### config.mk
export PLATFORM = sky130hd
export DESIGN_NAME = gnfs_cfg
export DESIGN_NICKNAME = d
export VERILOG_FILES = /design/src/hw/rtl/gnfs_pkg.sv /design/src/hw/rtl/gnfs_cfg.sv
export SDC_FILE = /design/constraint.sdc
export NUM_CORES = 1
export LEC_CHECK = 0
export BUFFER_PORTS_ARGS = -buffer_cell sky130_fd_sc_hd__clkbuf_2
export CAP_MARGIN = 10
export CORE_ASPECT_RATIO = 0.9
export CORE_MARGIN = 4
export CORE_UTILIZATION = 36
export CTS_CLUSTER_SIZE = 28
export DETAILED_ROUTE_END_ITERATION = 10
export PLACE_DENSITY_LB_ADDON = 0.3
export SYNTH_ARGS = -nofsm -noshare
export SYNTH_HDL_FRONTEND = slang
export SYNTH_SLANG_ARGS = --single-unit
### constraint.sdc
create_clock -name i_clk -period 1.2 [get_ports i_clk]
set_clock_uncertainty 0.2 [all_clocks]
set_input_delay 0 -clock i_clk [delete_from_list [all_inputs] [get_ports i_clk]]
set_output_delay 0 -clock i_clk [all_outputs]
set_load 0.02 [all_outputs]
### src/hw/rtl/gnfs_pkg.sv
// package for the nearest free 2x2 slot search block
// grid sizes, item kinds, ring offsets; no dependencies
package gnfs_pkg;
    localparam int MAX_COLS = 32;
    localparam int MAX_ROWS = 32;
    localparam int XW = $clog2(MAX_COLS);
    localparam int YW = $clog2(MAX_ROWS);
    localparam int CW = XW + YW;
    localparam int CELLS = MAX_COLS * MAX_ROWS;
    localparam int QW = $clog2(CELLS + 1);

    typedef enum logic [1:0] {
        K_WRITE  = 2'd0,
        K_SEARCH = 2'd1,
        K_CLAIM  = 2'd2,
        K_NONE   = 2'd3
    } t_kind;

    localparam logic [1:0] RA_COLS = 2'd0;
    localparam logic [1:0] RA_ROWS = 2'd1;

    // ring L,TL,T,TR,R,BR,B,BL: dx code and dy code, 0 none, 1 plus, 2 minus
    function automatic logic [1:0] ring_dx(input logic [2:0] r);
        case (r)
            3'd0, 3'd1, 3'd7: ring_dx = 2'd2;
            3'd3, 3'd4, 3'd5: ring_dx = 2'd1;
            default:          ring_dx = 2'd0;
        endcase
    endfunction

    function automatic logic [1:0] ring_dy(input logic [2:0] r);
        case (r)
            3'd1, 3'd2, 3'd3: ring_dy = 2'd1;
            3'd5, 3'd6, 3'd7: ring_dy = 2'd2;
            default:          ring_dy = 2'd0;
        endcase
    endfunction
endpackage

### src/hw/rtl/gnfs_cfg.sv
// configuration registers cols_in_use and rows_in_use over apb
// depends on gnfs_pkg
module gnfs_cfg
    import gnfs_pkg::*;
(
    input  logic        i_clk,
    input  logic        i_rst_n,
    input  logic        psel,
    input  logic        penable,
    input  logic        pwrite,
    input  logic [2:0]  paddr,
    input  logic [31:0] pwdata,
    output logic [31:0] prdata,
    output logic        pready,
    output logic [XW:0] o_cols,
    output logic [YW:0] o_rows
);
    logic [5:0] r_cols, r_rows;
    logic [1:0] w_idx;

    assign pready = 1'b1;
    assign w_idx  = paddr[2] ? RA_ROWS : RA_COLS;

    always_ff @(posedge i_clk) begin
        if (!i_rst_n) begin
            r_cols <= 6'd26;
            r_rows <= 6'd18;
        end else if (psel && penable && pwrite && paddr[1:0] == 2'd0) begin
            if (w_idx == RA_COLS) r_cols <= pwdata[5:0];
            else r_rows <= pwdata[5:0];
        end
    end

    always_comb begin
        prdata = 32'd0;
        if (paddr[1:0] == 2'd0) prdata = {26'd0, (w_idx == RA_COLS) ? r_cols : r_rows};
    end

    assign o_cols = (r_cols > 6'(MAX_COLS)) ? (XW+1)'(MAX_COLS) : r_cols[XW:0];
    assign o_rows = (r_rows > 6'(MAX_ROWS)) ? (YW+1)'(MAX_ROWS) : r_rows[YW:0];
endmodule

## Yosys cells after proc, flatten, opt, wreduce, memory -nomap -nowiden

Cells that the tools add are included.

- Output and inout port bits: 45
- Input port bits: 40
- Logic and storage cells: 17
- Bits in registers: 12

- Bitwise operators: 1
- Reductions and logical operators: 7
- Mux-type cells: 5
- Magnitude comparators: 2

Operators by type and width:

| cell | count |
|---|---|
| $mux W6 | 4 |
| $gt A6 B6 Y1 const B | 2 |
| $logic_not A2 Y1 | 2 |
| $reduce_and A2 Y1 | 2 |
| $logic_and A1 B1 Y1 | 3 |
| $mux W1 | 1 |
| $not A1 Y1 | 1 |

## Logic depth before layout (Yosys ltp)

- Depth after elaboration: 4
- Mapped depth: 5
- Mapped depth without buffers: 3

## Worst setup path before layout

OpenSTA, ideal clock, no wires.

- Path type: in2reg
- Start point: input paddr[0]
- End point: register r_cols[0]
- Buffers on the path: 2
- Data required time: 0.928 ns
- Arrival: 0.737 ns
- Setup slack: 0.192 ns
- Cell stages on the path: 5
- Cells stage by stage: and4b_1 -> buf_6 -> and2_4 -> buf_6 -> mux2i_1

- Word-level cells in the longest chain between the ends: 3

Ends and longest elaborated chain:

| item | RTL line | source |
|---|---|---|
| start, declared | gnfs_cfg.sv:11 | `input logic [2:0] paddr,` |
| $logic_not A2 Y1 | gnfs_cfg.sv:28 | `end else if (psel && penable && pwrite && paddr[1:0] == 2'd0) begin` |
| $logic_and A1 B1 Y1 | gnfs_cfg.sv:28 |  |
| $reduce_and A2 Y1 (no line) | n/a |  |
| end signal, assigned | gnfs_cfg.sv:29 | `if (w_idx == RA_COLS) r_cols <= pwdata[5:0];` |
| end, declared | gnfs_cfg.sv:18 | `logic [5:0] r_cols, r_rows;` |

No other way between the ends.
A chain may end at the register's enable or synchronous reset.

## Final worst setup path

- Start point: register r_rows[5]
- End point: output o_rows[0]

- Word-level cells in the longest chain between the ends: 2

Ends and longest elaborated chain:

| item | RTL line | source |
|---|---|---|
| start, declared | gnfs_cfg.sv:18 |  |
| start signal, assigned | gnfs_cfg.sv:30 | `else r_rows <= pwdata[5:0];` |
| $gt A6 B6 Y1 | gnfs_cfg.sv:40 | `assign o_rows = (r_rows > 6'(MAX_ROWS)) ? (YW+1)'(MAX_ROWS) : r_rows[YW:0];` |
| $mux W6 | gnfs_cfg.sv:40 |  |
| end, declared | gnfs_cfg.sv:16 | `output logic [YW:0] o_rows` |

No other way between the ends.

==> flow_metrics.env <==
export IMPL_fin_ws_ps=-18.3
export IMPL_vias=764
export IMPL_row_count=17
export IMPL_cts_tree="built"
export IMPL_period_minus_slack_ps=1220
export IMPL_outcome="complete, but fails checks"
export IMPL_nNetsFinal=192
export IMPL_path_clk_slew_ps=70
export IMPL_crit_path_end_kind="output pin"
export IMPL_max_stage_delay_ps=370
export IMPL_finalPower_uw=841
export IMPL_finalCritPeriodShare=1.02
export IMPL_slew_viol_final=0
export IMPL_postSynthAreaPerCell_um2=8.07
export IMPL_drt_iter0_markers=19
export IMPL_layout_common_cells="27 x conb_1, 18 x clkbuf_2, 14 x mux2i_1"
export IMPL_crit_chain="buf_6, nor2b_2, buf_4"
export IMPL_insertion_delay_ps=270
export IMPL_die_x_um=61.1
export IMPL_finalInstanceArea_mm2=0.00115
export IMPL_ys_seq_elements=12
export IMPL_area_growth_pct=26.3
export IMPL_gr_total_overflow=0
export IMPL_path_max_fanout=6
export IMPL_tns_ps=-38.7
export IMPL_root_buffer="clkbuf_4"
export IMPL_path_delay_family="flip-flops"
export IMPL_synth_distinct_cells=19
export IMPL_yosysWarningCount=0
export IMPL_via_per_inst=4.29
export IMPL_start_util=0.373
export IMPL_grt_pass1_wl_mm=3.13
export IMPL_fmax_ghz=0.821
export IMPL_grt_max_degree=19
export IMPL_drtPass1Iterations=4
export IMPL_port_buffers=31
export IMPL_final_common_cell="conb_1"
export IMPL_netlist_area_um2=912
export IMPL_worstPathArrival_ps=1020
export IMPL_rsz0062_at_grt="yes"
export IMPL_n_antenna_cell=0
export IMPL_place_area_um2=958
export IMPL_violations="setup timing"
export IMPL_io_pins=85
export IMPL_gp_congestion=0.723
export IMPL_worst_setup_path_start_kind="flop"
export IMPL_ant_nets=0
export IMPL_drv_cap=0
export IMPL_crit_slowest_cell="dfxtp_4"
export IMPL_antenna_found_initial=0
export IMPL_core_area_mm2=0.00245
export IMPL_p_per_area_mw_per_mm2=730
export IMPL_hold_class="in2reg"
export IMPL_die_y_um=55.8
export IMPL_htree_levels=1
export IMPL_p_leak_uw=0.000589
export IMPL_worstSetupPathType="reg2out"
export IMPL_seq_area_frac_synth=0.263
export IMPL_clock_sinks=12
export IMPL_drive_above_1_share=0.367
export IMPL_die_area_mm2=0.00340
export IMPL_finalHoldViolCount=0
export IMPL_dp_cells=165
export IMPL_cts_buffers=3
export IMPL_dp_hpwl_mm=1.57
export IMPL_setup_violations=3
export IMPL_wl_per_cell_um=11.6
export IMPL_grt_usage=0.120
export IMPL_route_detailed_drc=0
export IMPL_final_cells=178
export IMPL_grt_pass1_vias=689
export IMPL_peakVddDrop_mv=0.525
export IMPL_netlist_instances=113
export IMPL_routed_wl_mm=2.06
export IMPL_crit_required_ps=1000
export IMPL_crit_buf_inv=2
export IMPL_clock_path_buffers=2
## what timing repair did
item                                    in CTS  in global routing
endpoints found under the setup margin       7                 19
buffers inserted                             2                  0
gates resized for setup                     13                 31
pin swaps                                    1                  0
hold endpoints to repair                    12                  0
hold buffers                                 8                  0
## cell families (layout without fill, tap and decap cells)
| kind of cell | Yosys count | after routing | share of synthesized area |
|---|---|---|---|
| AO/OA/AOI/OAI | 7 | 7 | 0.0412 |
| AND/OR/NAND/NOR | 41 | 41 | 0.236 |
| other | 2 | 27 | 0.00823 |
| buffers and inverters | 37 | 49 | 0.298 |
| multiplexers | 14 | 14 | 0.154 |
| flip-flops | 12 | 12 | 0.263 |
## power by group
part | internal [uW] | switching [uW] | leakage, uW
sequential | 397 | 2.80 | 0.0000996
clock | 116 | 121 | 0.0000138
combinational | 67.2 | 136 | 0.000475
## stage by stage
stage          hold slack (ps)  setup WS [ps]  utilization
2_1_floorplan            -57.9            192            -
3_3_place_gp              55.3            117        0.392
3_5_place_dp              67.8           95.5        0.392
4_1_cts                   13.6          -52.7        0.454
5_1_grt                   25.5          -71.8        0.471
6_report                  25.8          -18.3        0.471
## final timing paths
kind | slack [ps] | from | depth (start not counted) | end
max | -20 | r_rows[5] | 3 | o_rows[0]
min | 30 | paddr[1] | 4 | r_cols[5]
max reg2reg | 230 | r_rows[1] | 3 | r_rows[1]
min reg2reg | 280 | r_cols[2] | 2 | r_cols[2]
## registers in the layout, summed over array words and instances, names as in the netlist
register / flops
r_cols: 6
r_rows: 6
## final cells by class
cell class | instances | area, um^2
Tap cell | 28 | 35.0
Timing Repair Buffer | 45 | 327
Clock buffer | 3 | 22.5
Inverter | 1 | 3.75
Fill cell | 255 | 1290
Multi-Input combinational cell | 89 | 509
Sequential cell | 12 | 255
## layer usage
layer	vias up	track usage	share of wire
met4	0	0.0372	0.0087
met1	358	0.133	0.36
met3	2	0.0371	0.074
li1	375	-	-
met2	29	0.211	0.56
met5	-	0	0
## worst min-delay path: stages
cell and delay (ps):
clkbuf_2 90, nor2_1 50, and2_4 190, mux2i_1 120
## cell usage after synthesis
| library cell | number | area (um^2) |
|---|---|---|
| buf_4 | 27 | 203 |
| or2_2 | 1 | 6.26 |
| a21oi_1 | 6 | 30.0 |
| o211ai_1 | 1 | 7.51 |
| and4b_1 | 1 | 10.0 |
| inv_1 | 1 | 3.75 |
| dfxtp_1 | 12 | 240 |
| buf_6 | 4 | 45.0 |
| nand3_1 | 1 | 5.00 |
| mux2i_1 | 14 | 140 |
| nand2b_1 | 3 | 18.8 |
| nor2b_1 | 12 | 75.1 |
| buf_2 | 1 | 5.00 |
| nor2_1 | 8 | 30.0 |
| clkbuf_1 | 4 | 15.0 |
| and2_4 | 2 | 17.5 |
| nand2_1 | 12 | 45.0 |
| and2b_1 | 1 | 7.51 |
| conb_1 | 2 | 7.51 |
(Power assumes the default switching activity.)
